## src/rtl/npq_pkg.sv

```systemverilog
// ----------------------------------------------------------------------------
// npq_pkg : nearest palette colour quantizer package
// Sizes, register indexes, sequencer states and shared types.
// ----------------------------------------------------------------------------
`default_nettype none

package npq_pkg;

	localparam int PALETTE_ENTRIES = 256;
	localparam int PAL_AW          = $clog2(PALETTE_ENTRIES);
	localparam int CNT_W           = $clog2(PALETTE_ENTRIES + 1);
	localparam int CH_W            = 8;
	localparam int IDX_W           = 8;
	localparam int SQ_W            = 2 * CH_W;
	localparam int DIST_W          = SQ_W + 2;
	localparam int REG_W           = 9;
	localparam int CFG_AW          = 2;

	localparam logic [REG_W-1:0] ENTRIES_RESET = 9'd256;
	localparam logic [CH_W-1:0]  CUTOFF_RESET  = 8'd128;

	typedef enum logic [CFG_AW-1:0] {
		REG_ENTRIES_IN_USE    = 2'd0,
		REG_TRANSPARENT_INDEX = 2'd1,
		REG_ALPHA_CUTOFF      = 2'd2
	} npq_reg_t;

	typedef enum logic [1:0] {
		ST_IDLE,
		ST_SCAN,
		ST_DRAIN,
		ST_EMIT
	} npq_state_t;

	typedef struct packed {
		logic [CH_W-1:0] red;
		logic [CH_W-1:0] green;
		logic [CH_W-1:0] blue;
	} npq_rgb_t;

	// tag that travels with each palette read through the search pipeline
	typedef struct packed {
		logic              valid;
		logic              first;
		logic              last;
		logic [PAL_AW-1:0] idx;
	} npq_tag_t;

	typedef struct packed {
		logic              done;
		logic [PAL_AW-1:0] idx;
	} npq_best_t;

endpackage

`default_nettype wire

```

## src/rtl/npq_search.sv

```systemverilog
// ----------------------------------------------------------------------------
// npq_search : distance pipeline and best-match tracker
// Squares, sums and compares one palette entry per cycle against the pixel.
// ----------------------------------------------------------------------------
`default_nettype none

module npq_search (
	input  wire logic              clk,
	input  wire logic              arst_n,
	input  wire npq_pkg::npq_tag_t tag_s1,
	input  wire npq_pkg::npq_rgb_t entry_s1,
	input  wire npq_pkg::npq_rgb_t pixel,
	output npq_pkg::npq_best_t     best
);
	import npq_pkg::*;

	logic [CH_W-1:0]   dr, dg, db;
	logic [SQ_W-1:0]   sqr_s2, sqg_s2, sqb_s2;
	npq_tag_t          tag_s2, tag_s3;
	logic [DIST_W-1:0] dist_s3;
	logic [DIST_W-1:0] best_dist_q;
	logic [PAL_AW-1:0] best_idx_q;
	logic              done_q;
	logic              take;

	always_comb begin
		dr = (entry_s1.red   > pixel.red)   ? entry_s1.red   - pixel.red
		                                    : pixel.red   - entry_s1.red;
		dg = (entry_s1.green > pixel.green) ? entry_s1.green - pixel.green
		                                    : pixel.green - entry_s1.green;
		db = (entry_s1.blue  > pixel.blue)  ? entry_s1.blue  - pixel.blue
		                                    : pixel.blue  - entry_s1.blue;
	end

	always_ff @(posedge clk) begin
		sqr_s2  <= SQ_W'(dr) * SQ_W'(dr);
		sqg_s2  <= SQ_W'(dg) * SQ_W'(dg);
		sqb_s2  <= SQ_W'(db) * SQ_W'(db);
		dist_s3 <= DIST_W'(sqr_s2) + DIST_W'(sqg_s2) + DIST_W'(sqb_s2);
	end

	always_ff @(posedge clk or negedge arst_n) begin
		if (!arst_n) begin
			tag_s2 <= '0;
			tag_s3 <= '0;
			done_q <= 1'b0;
		end else begin
			tag_s2 <= tag_s1;
			tag_s3 <= tag_s2;
			done_q <= tag_s3.valid && tag_s3.last;
		end
	end

	// strict less-than keeps the lowest index on a tie
	assign take = tag_s3.valid && (tag_s3.first || (dist_s3 < best_dist_q));

	always_ff @(posedge clk) begin
		if (take) begin
			best_dist_q <= dist_s3;
			best_idx_q  <= tag_s3.idx;
		end
	end

	assign best.done = done_q;
	assign best.idx  = best_idx_q;

endmodule

`default_nettype wire

```

## config.mk

```make
export PLATFORM = sky130hd
export DESIGN_NAME = npq_search
export DESIGN_NICKNAME = d
export VERILOG_FILES = /design/src/rtl/npq_pkg.sv /design/src/rtl/npq_search.sv
export SDC_FILE = /design/constraint.sdc
export NUM_CORES = 1
export LEC_CHECK = 0
export BUFFER_PORTS_ARGS = -buffer_cell sky130_fd_sc_hd__buf_2
export CAP_MARGIN = 25
export CORE_ASPECT_RATIO = 0.5
export CORE_MARGIN = 10
export CORE_UTILIZATION = 50
export CTS_CLUSTER_DIAMETER = 30
export DETAILED_ROUTE_END_ITERATION = 10
export HOLD_SLACK_MARGIN = 0.03
export PLACE_DENSITY = 0.65
export SYNTH_ARGS = -nofsm -noshare
export SYNTH_HDL_FRONTEND = slang
export SYNTH_SLANG_ARGS = --single-unit
```

## constraint.sdc

```tcl
create_clock -name clk -period 4.2 [get_ports clk]
set_input_delay 0.42 -clock clk [delete_from_list [all_inputs] [get_ports clk]]
set_output_delay 0.42 -clock clk [all_outputs]
set_load 0.005 [all_outputs]
```

# == Yosys cells after proc, flatten, opt, wreduce, memory -nomap -nowiden ==
# Index checks and enable logic that the tools add are counted.
# totals
reg_bits,115
inputBits,61
output_inout_bits,9
elab_cells,36
# classes
addsub,8
multipliers,3
magnitude_cmp,4
muxes,3
n_reduce_logical,3
# ops
operator,n
8-bit by 8-bit multiplier with 16-bit output,3
8-bit subtractor,6
8-bit > comparator,3
8-bit 2-to-1 mux,3
17-bit by 16-bit adder with 18-bit output,1
18-bit < comparator,1
16-bit by 16-bit adder with 17-bit output,1
1-bit logical AND,2
1-bit logical OR,1

# == Longest topological paths before layout ==
# Gate-level depths: netlist (run 1).
# depth
ltp_word,3
mapped_depth,27
depth_no_buf,26

# == Least setup slack after synthesis (run 1) ==
# No wires, ideal clock.
# synth_path
path_kind,input to register
start,input entry_s1[0] in the netlist's numbering
end,register sqb_s2[12]
setup_ps,79
arrival_time_ps,6132
path_slack_ps,-2011
stages,22
path_buffers,0
cell_sequence,inv_1 ha_1 inv_1 fa_1 a21o_1 a221oi_2 a21oi_4 mux2i_4 xor2_4 or2_2 fa_1 inv_1 fa_1 fa_1 inv_1 fa_1 inv_1 ha_1 or2_2 o31ai_2 or4b_2 o211ai_1
# synth_between
elab_chain_len,3
# synth_lines
item,line,text
"start, declared",npq_search.sv:11,"input wire npq_pkg::npq_rgb_t entry_s1,"
8-bit subtractor (tied with other cells),npq_search.sv:32,: pixel.blue - entry_s1.blue;
8-bit 2-to-1 mux *,npq_search.sv:31,db = (entry_s1.blue > pixel.blue) ? entry_s1.blue - pixel.blue
8-bit by 8-bit multiplier with 16-bit output *,npq_search.sv:38,sqb_s2 <= SQ_W'(db) * SQ_W'(db);
"end signal, assigned",npq_search.sv:38,
"end, declared",npq_search.sv:18,"logic [SQ_W-1:0] sqr_s2, sqg_s2, sqb_s2;"
# Every way passes the cells marked *; elsewhere a longest branch is shown, timed or not.
# A chain may end at the register's enable or synchronous reset.

# == Final worst setup path (run 1) ==
# layout_path
start,input entry_s1[16] in the netlist's numbering
end,register sqr_s2[11]
# layout_between
elab_chain_len,3
# layout_lines
item,line,text
8-bit subtractor (tied with other cells),npq_search.sv:28,: pixel.red - entry_s1.red;
8-bit 2-to-1 mux *,npq_search.sv:27,dr = (entry_s1.red > pixel.red) ? entry_s1.red - pixel.red
8-bit by 8-bit multiplier with 16-bit output *,npq_search.sv:36,sqr_s2 <= SQ_W'(dr) * SQ_W'(dr);
"end signal, assigned",npq_search.sv:36,
"end, declared",npq_search.sv:18,
# Marked as above.

==> run summary, run 1 <==
Result of the run = complete, but fails checks
Failing checks = setup timing
Mean routed wirelength per cell = 13.83 um
Cell row count = 37
Floorplan die area = 0.02829 mm2
Via Count = 8,411
Number of synthesized register bits = 112
Fraction of layout instances using a drive strength above 1 = 40.35%
Clock tree from TritonCTS = yes
Transition time of the tightest slew-check pin = 867.1 ps
Hold-fix buffer count after cts = 0
Worst Setup End Kind = register
Max Freq = 176.4 MHz
Synthesized area per cell = 9.821 um2
Number of flops mapped to enable cells by yosys = 26
Total global routing track utilization = 17.37%
Most common flop cell mapped by yosys = sky130_fd_sc_hd__dfxtp_1
Number of antenna violations at the first check in global routing = 0
Filler cells = 1,543
Post-synthesis instance area = 0.01082 mm2
Core outline area = 0.02093 mm2
Total gr overflow = 0
Latest clock arrival within the worst-skew pair = 350 ps
Non-filler instance count after layout = 1,737
Total clock buffers created by CTS = 9
Final setup violation count = 35
Gp weighted congestion = 0.9154
H-tree Lvls = 3
Distinct cell type count of the synthesized netlist = 69
Clock sink count = 112
Data arrival time of the worst path = 5910 ps
Area taken by flip-flops and latches = 0.002618 mm2
Warning count from the yosys run = 0
DRC violations left = 0
Total instance count after detailed placement = 1,687
Antenna Nets Post-Route = 0
Area used by multi-input combinational logic = 0.008298 mm2
Post-detail-place hpwl = 19,840 um
Data required time of the critical path = 4440 ps
Number of max-capacitance violations reported = 0
1st-iter DRT viols = 327
Worst Path Class, Setup = input port to register
Clock skew after layout = 7.877 ps
Most common cell after layout, fill and taps aside = sky130_fd_sc_hd__buf_4
Reg clk slew, reported paths = 70 ps
Commonest cells after routing, fill and taps aside = 243 x sky130_fd_sc_hd__buf_4, 173 x sky130_fd_sc_hd__inv_1, 134 x sky130_fd_sc_hd__ha_1, 84 x sky130_fd_sc_hd__fa_1, 79 x sky130_fd_sc_hd__nor2_1
Final Worst Setup Slack = -1469 ps
Clk root buf = sky130_fd_sc_hd__clkbuf_16
Max-slew violation total from the final report = 0
Antenna cell count = 0
Sequential fraction of the synthesis area = 24.18%
Gate count after technology mapping = 1,102
Critical Path Fanout Max = 6
Worst hold-check path type = input port to async pin
Overall die height = 124.0 um
I/O pin cnt = 70
Overall routed net length = 24,020 um
Hold violation count in the final report = 0
Number of optimization iterations in the first detailed-route pass = 4
Number of vias per cell after detailed routing = 4.842
Worst slew margin relative to its limit = 42.01%
First-pass GRT wire length = 41,710 um
Unrepaired setup endpoints after global routing = true
Largest net degree at the start of global routing = 24
Synth-to-Final Area Change = 39.09%
Post-route minimum period = 5669 ps
Number of global-route vias before repair = 9,138
Initial core utilization = 51.72%
Clock buffer depth = 2
Final critical-path share of the clock period = 135.0%
Fraction of registers with async set or reset after synthesis = 20.54%
Number of nets in the final layout = 1,764
X dimension of the die = 228.1 um
# port buffers = 69
Setup crit start kind = input port
critical path, cell delays in order:
cell                       delay (ps)
sky130_fd_sc_hd__buf_12           110
sky130_fd_sc_hd__inv_12            40
sky130_fd_sc_hd__ha_4             120
sky130_fd_sc_hd__inv_2             30
sky130_fd_sc_hd__fa_2             330
sky130_fd_sc_hd__a21o_1           200
sky130_fd_sc_hd__a221oi_4         330
sky130_fd_sc_hd__a211oi_4         110
sky130_fd_sc_hd__buf_12           160
sky130_fd_sc_hd__mux2i_4          190
sky130_fd_sc_hd__xor2_2           200
sky130_fd_sc_hd__or2_4            240
sky130_fd_sc_hd__fa_1             560
sky130_fd_sc_hd__inv_2             60
sky130_fd_sc_hd__fa_1             490
sky130_fd_sc_hd__fa_1             490
sky130_fd_sc_hd__inv_1             50
sky130_fd_sc_hd__fa_1             490
sky130_fd_sc_hd__inv_2             50
sky130_fd_sc_hd__ha_4             160
sky130_fd_sc_hd__or2_4            250
sky130_fd_sc_hd__o311ai_4         280
sky130_fd_sc_hd__o21bai_1         150
sky130_fd_sc_hd__buf_4            150
sky130_fd_sc_hd__buf_4            130
sky130_fd_sc_hd__xor2_2           140
cells by family (layout without fill, tap and decap cells):
kind of cell	count (synthesis)	in the layout	synth area share (%)
AND/OR/NAND/NOR	204	204	9.237
multiplexers	18	18	1.896
XOR/XNOR	76	76	6.844
buffers and inverters	235	576	8.439
AO/OA/AOI/OAI	193	193	12.23
flip-flops	112	112	24.18
adder cells (fa/ha/maj)	263	263	37.13
other	1	3	0.03465
registers in the layout (all words and copies together), names as in the netlist:
| signal | cells |
|---|---|
| sqb_s2 | 15 |
| done_q | 1 |
| tag_s3 | 11 |
| best_idx_q | 8 |
| dist_s3 | 18 |
| tag_s2 | 11 |
| best_dist_q | 18 |
| sqg_s2 | 15 |
| sqr_s2 | 15 |
cell type report:
type	instances	share of cell area, %
flip-flops and latches	112	17.39
well taps	292	2.427
repair buffers	343	17.29
clock inverters	7	0.5652
clock buffers	9	1.496
multi-input cells	757	55.12
inverters	217	5.710
synthesized netlist by cell type, types with 7 or more instances:
cell	instances	area [um2]
sky130_fd_sc_hd__a211oi_1	8	60.06
sky130_fd_sc_hd__a21o_1	39	292.8
sky130_fd_sc_hd__a21oi_1	59	295.3
sky130_fd_sc_hd__a31oi_1	12	75.07
sky130_fd_sc_hd__buf_2	7	35.03
sky130_fd_sc_hd__clkbuf_1	7	26.28
sky130_fd_sc_hd__dfrtp_1	23	575.6
sky130_fd_sc_hd__dfxtp_1	63	1261
sky130_fd_sc_hd__edfxtp_1	26	780.8
sky130_fd_sc_hd__fa_1	97	1942
sky130_fd_sc_hd__ha_1	166	2077
sky130_fd_sc_hd__inv_1	215	807.0
sky130_fd_sc_hd__mux2i_1	16	160.2
sky130_fd_sc_hd__nand2_1	21	78.83
sky130_fd_sc_hd__nand2b_1	8	50.05
sky130_fd_sc_hd__nor2_1	96	360.4
sky130_fd_sc_hd__nor3_1	12	60.06
sky130_fd_sc_hd__o21a_1	7	52.55
sky130_fd_sc_hd__o21ai_0	21	105.1
sky130_fd_sc_hd__o21bai_1	8	60.06
sky130_fd_sc_hd__or2_2	17	106.4
sky130_fd_sc_hd__xnor2_1	47	411.6
sky130_fd_sc_hd__xor2_1	22	192.7
routing by layer:
metal	wire (um)	track usage (%)	vias up
met5	0	0	-
met1	11290	22.05	4031
li1	-	-	4278
met2	11760	31.63	84
met4	258	3.393	0
met3	711	2.338	18
per-stage QoR:
step	cell area, um2	setup WS (ps)	hold slack (ps)	setup TNS, ps	utilization, %
finish	15050	-1469	27.71	-32490	71.94
global route	15050	-1623	50.49	-38600	71.94
CTS	14720	-1403	34.11	-32260	70.34
detailed placement	13760	-1947	335.6	-51270	65.77
global placement	13760	-1773	331.4	-47020	65.77
floorplan	11350	-1611	124.4	-34380	-
timing repair:
| action | in CTS | in global routing |
|---|---|---|
| setup endpoints to repair | 36 | 36 |
| resized for setup | 110 | 49 |
| hold endpoints to repair | 0 | 0 |
| pin swaps | 112 | 75 |
| buffers inserted | 26 | 18 |
final timing paths:
check | start | to | slack [ps] | depth (start not counted)
max in group asynchronous | arst_n | tag_s3[8] | 3840 | 1
worst max-delay path | entry_s1[16] | sqr_s2[11] | -1470 | 26
worst max register to register | best_dist_q[7] | best_dist_q[15] | 1310 | 10
min in group clk | tag_s1[9] | tag_s2[9] | 170 | 1
worst min register to register | tag_s2[2] | tag_s3[2] | 350 | 0
worst min-delay path | arst_n | tag_s3[5] | 30 | 1
Power of run 1 is not shown: default switching activity piles up to over one toggle a cycle in this logic, so the estimate is an artifact.
==> inputs of run 2 (changes only) <==
--- a/config.mk
+++ b/config.mk
@@ -9,11 +9,12 @@
 export CAP_MARGIN = 25
 export CORE_ASPECT_RATIO = 0.5
 export CORE_MARGIN = 10
-export CORE_UTILIZATION = 50
+export CORE_UTILIZATION = 45
 export CTS_CLUSTER_DIAMETER = 30
 export DETAILED_ROUTE_END_ITERATION = 10
+export GPL_TIMING_DRIVEN = 0
 export HOLD_SLACK_MARGIN = 0.03
-export PLACE_DENSITY = 0.65
+export PLACE_DENSITY = 0.59
 export SYNTH_ARGS = -nofsm -noshare
 export SYNTH_HDL_FRONTEND = slang
 export SYNTH_SLANG_ARGS = --single-unit
==> run 2 against run 1 <==
Net effect: the run still ends with setup timing left; flip-flop and latch count unchanged; via count down 5.2%; critical path depth up 1; non-clock buffer count down 138; count of clock-buffer cells in the layout unchanged; core utilization down 10 points; wire length down 5.4%; setup slack worse by 110 ps; critical path type unchanged; first-iteration DRC count up 12%; hold slack better by 0.69 ps; clock skew down 0.57 ps.
==> run summary, run 2 (synthesis gave the netlist of run 1 again) <==
Unrepaired setup endpoints after global routing = true
1st-iter DRT viols = 365 (+12%)
Result of the run = complete, but fails checks
Top flop regs = best_dist_q: 18 flops, dist_s3: 18 flops
Number of nets in the final layout = 1,626 (-7.8%)
Overall routed net length = 22,720 um (-5.4%)
Number of antenna violations at the first check in global routing = 0 (unchanged)
Total gr overflow = 0 (unchanged)
Total global routing track utilization = 14.75% (-2.6 points)
Reg clk slew, reported paths = 70 ps (about the same)
Most common cell after layout, fill and taps aside = sky130_fd_sc_hd__inv_1
Mean routed wirelength per cell = 14.08 um (+1.8%)
Floorplan die area = 0.03103 mm2 (+9.7%)
Number of max-capacitance violations reported = 0 (unchanged)
Cell row count = 39 (+5.4%)
Critical Path Fanout Max = 6 (unchanged)
Max-slew violation total from the final report = 0 (unchanged)
Gp weighted congestion = 0.8199 (-10%)
Antenna cell count = 0 (unchanged)
Fraction of layout instances using a drive strength above 1 = 35.58% (-4.8 points)
DRC violations left = 0 (unchanged)
Hold violation count in the final report = 0 (unchanged)
Latest clock arrival within the worst-skew pair = 350 ps (about the same)
Final setup violation count = 36 (+2.9%)
Initial core utilization = 46.60% (-5.1 points)
Max Freq = 173.0 MHz (-1.9%)
Clock buffer depth = 2 (unchanged)
Overall die height = 129.7 um (+4.5%)
Largest net degree at the start of global routing = 27 (+13%)
Worst Path Class, Setup = input port to register
Number of optimization iterations in the first detailed-route pass = 6 (+2)
Transition time of the tightest slew-check pin = 971.5 ps (+104.4 ps)
X dimension of the die = 239.3 um (+4.9%)
Clock sink count = 112 (unchanged)
Via Count = 7,973 (-5.2%)
Commonest cells after routing, fill and taps aside = 162 x sky130_fd_sc_hd__inv_1, 133 x sky130_fd_sc_hd__ha_1, 86 x sky130_fd_sc_hd__fa_1, 77 x sky130_fd_sc_hd__buf_4, 74 x sky130_fd_sc_hd__nor2_1
Number of global-route vias before repair = 8,183 (-10%)
Clock tree from TritonCTS = yes
Setup crit start kind = input port
Clock skew after layout = 7.309 ps (-0.5678 ps)
Total instance count after detailed placement = 1,480 (-12%)
Failing checks = setup timing
Worst hold-check path type = input port to async pin
Placement Setup Slack = -2456 ps (-509.1 ps)
Antenna Nets Post-Route = 0 (unchanged)
Final Worst Setup Slack = -1581 ps (-112.0 ps)
Filler cells = 1,894 (+23%)
Post-route minimum period = 5781 ps (+112.0 ps)
Non-filler instance count after layout = 1,614 (-7.1%)
Data required time of the critical path = 4460 ps (+20 ps)
Clk root buf = sky130_fd_sc_hd__clkbuf_16
Final critical-path share of the clock period = 137.7% (+2.7 points)
Worst Setup End Kind = register
Number of vias per cell after detailed routing = 4.940 (+2.0%)
I/O pin cnt = 70 (unchanged)
Data arrival time of the worst path = 6040 ps (+130 ps)
H-tree Lvls = 3 (unchanged)
First-pass GRT wire length = 38,250 um (-8.3%)
# port buffers = 69 (unchanged)
Worst slew margin relative to its limit = 35.23% (-6.8 points)
Core outline area = 0.02323 mm2 (+11%)
Synth-to-Final Area Change = 33.01%
Post-detail-place hpwl = 17,280 um (-13%)
Total clock buffers created by CTS = 9 (unchanged)
[run 2: worst paths after layout]
kind,from,to,slack (ps),cells after the start
worst max-delay path,entry_s1[16],sqr_s2[13],-1580,27
worst min-delay path,arst_n,tag_s3[3],30,1
worst max register to register,sqg_s2[8],dist_s3[17],1420,9
worst min register to register,tag_s2[7],tag_s3[7],350,0
max in group asynchronous,arst_n,tag_s2[4],3830,1
min in group clk,tag_s1[6],tag_s2[6],170,1
[run 2: cell type report]
| class | count | area, um2 | share of cell area [%] |
|---|---|---|---|
| plain buffers | 16 | 141.4 | 0.9822 |
| clock buffers | 9 | 225.2 | 1.565 |
| clock inverters | 7 | 76.32 | 0.5302 |
| inverters | 217 | 867.1 | 6.023 |
| multi-input cells | 757 | 8581 | 59.61 |
| flip-flops and latches | 112 | 2618 | 18.18 |
| well taps | 307 | 384.1 | 2.668 |
| repair buffers | 189 | 1503 | 10.44 |
[run 2: what timing repair did]
item                       in CTS  in global routing
buffers inserted               87                 47
resized for setup             139                109
hold buffers                    0                  0
pin swaps                      94                 97
setup endpoints to repair      36                 36
[run 2: stage by stage]
| step | cell area, um2 | setup TNS (ps) | utilization [%] | hold WS, ps |
|---|---|---|---|---|
| 2_1_floorplan | 11350 | -34380 | - | 124.4 |
| 3_3_place_gp | 12080 | -57530 | 52.02 | 333.0 |
| 3_5_place_dp | 12100 | -59700 | 52.08 | 335.5 |
| 4_1_cts | 13670 | -34450 | 58.86 | 36.22 |
| 5_1_grt | 14400 | -41980 | 61.97 | 60.55 |
| 6_report | 14400 | -35750 | 61.97 | 28.40 |
[run 2: critical path, cell delays in order]
cell                       delay, ps
sky130_fd_sc_hd__buf_12          110
sky130_fd_sc_hd__inv_12           40
sky130_fd_sc_hd__ha_4            120
sky130_fd_sc_hd__inv_2            30
sky130_fd_sc_hd__fa_2            330
sky130_fd_sc_hd__a21o_1          210
sky130_fd_sc_hd__a221oi_4        330
sky130_fd_sc_hd__a211oi_4        110
sky130_fd_sc_hd__buf_12          160
sky130_fd_sc_hd__mux2i_4         190
sky130_fd_sc_hd__xnor2_2         170
sky130_fd_sc_hd__buf_6           140
sky130_fd_sc_hd__or2_1           240
sky130_fd_sc_hd__fa_1            560
sky130_fd_sc_hd__inv_2            50
sky130_fd_sc_hd__fa_1            460
sky130_fd_sc_hd__fa_1            510
sky130_fd_sc_hd__inv_2            40
sky130_fd_sc_hd__fa_1            480
sky130_fd_sc_hd__inv_2            50
sky130_fd_sc_hd__ha_4            150
sky130_fd_sc_hd__or2_4           250
sky130_fd_sc_hd__o311ai_4        270
sky130_fd_sc_hd__o21bai_1        140
sky130_fd_sc_hd__a21o_1          180
sky130_fd_sc_hd__a21oi_2         140
sky130_fd_sc_hd__xnor2_1         150
[run 2: metal layers]
metal,GRT usage [%],vias to the layer above,part of all wire [%]
li1,-,4006,-
met3,2.031,13,1.9
met4,2.010,0,0.56
met5,0,-,0
met2,25.53,59,48
met1,19.81,3895,49
Power of run 2 is left out for the same reason.
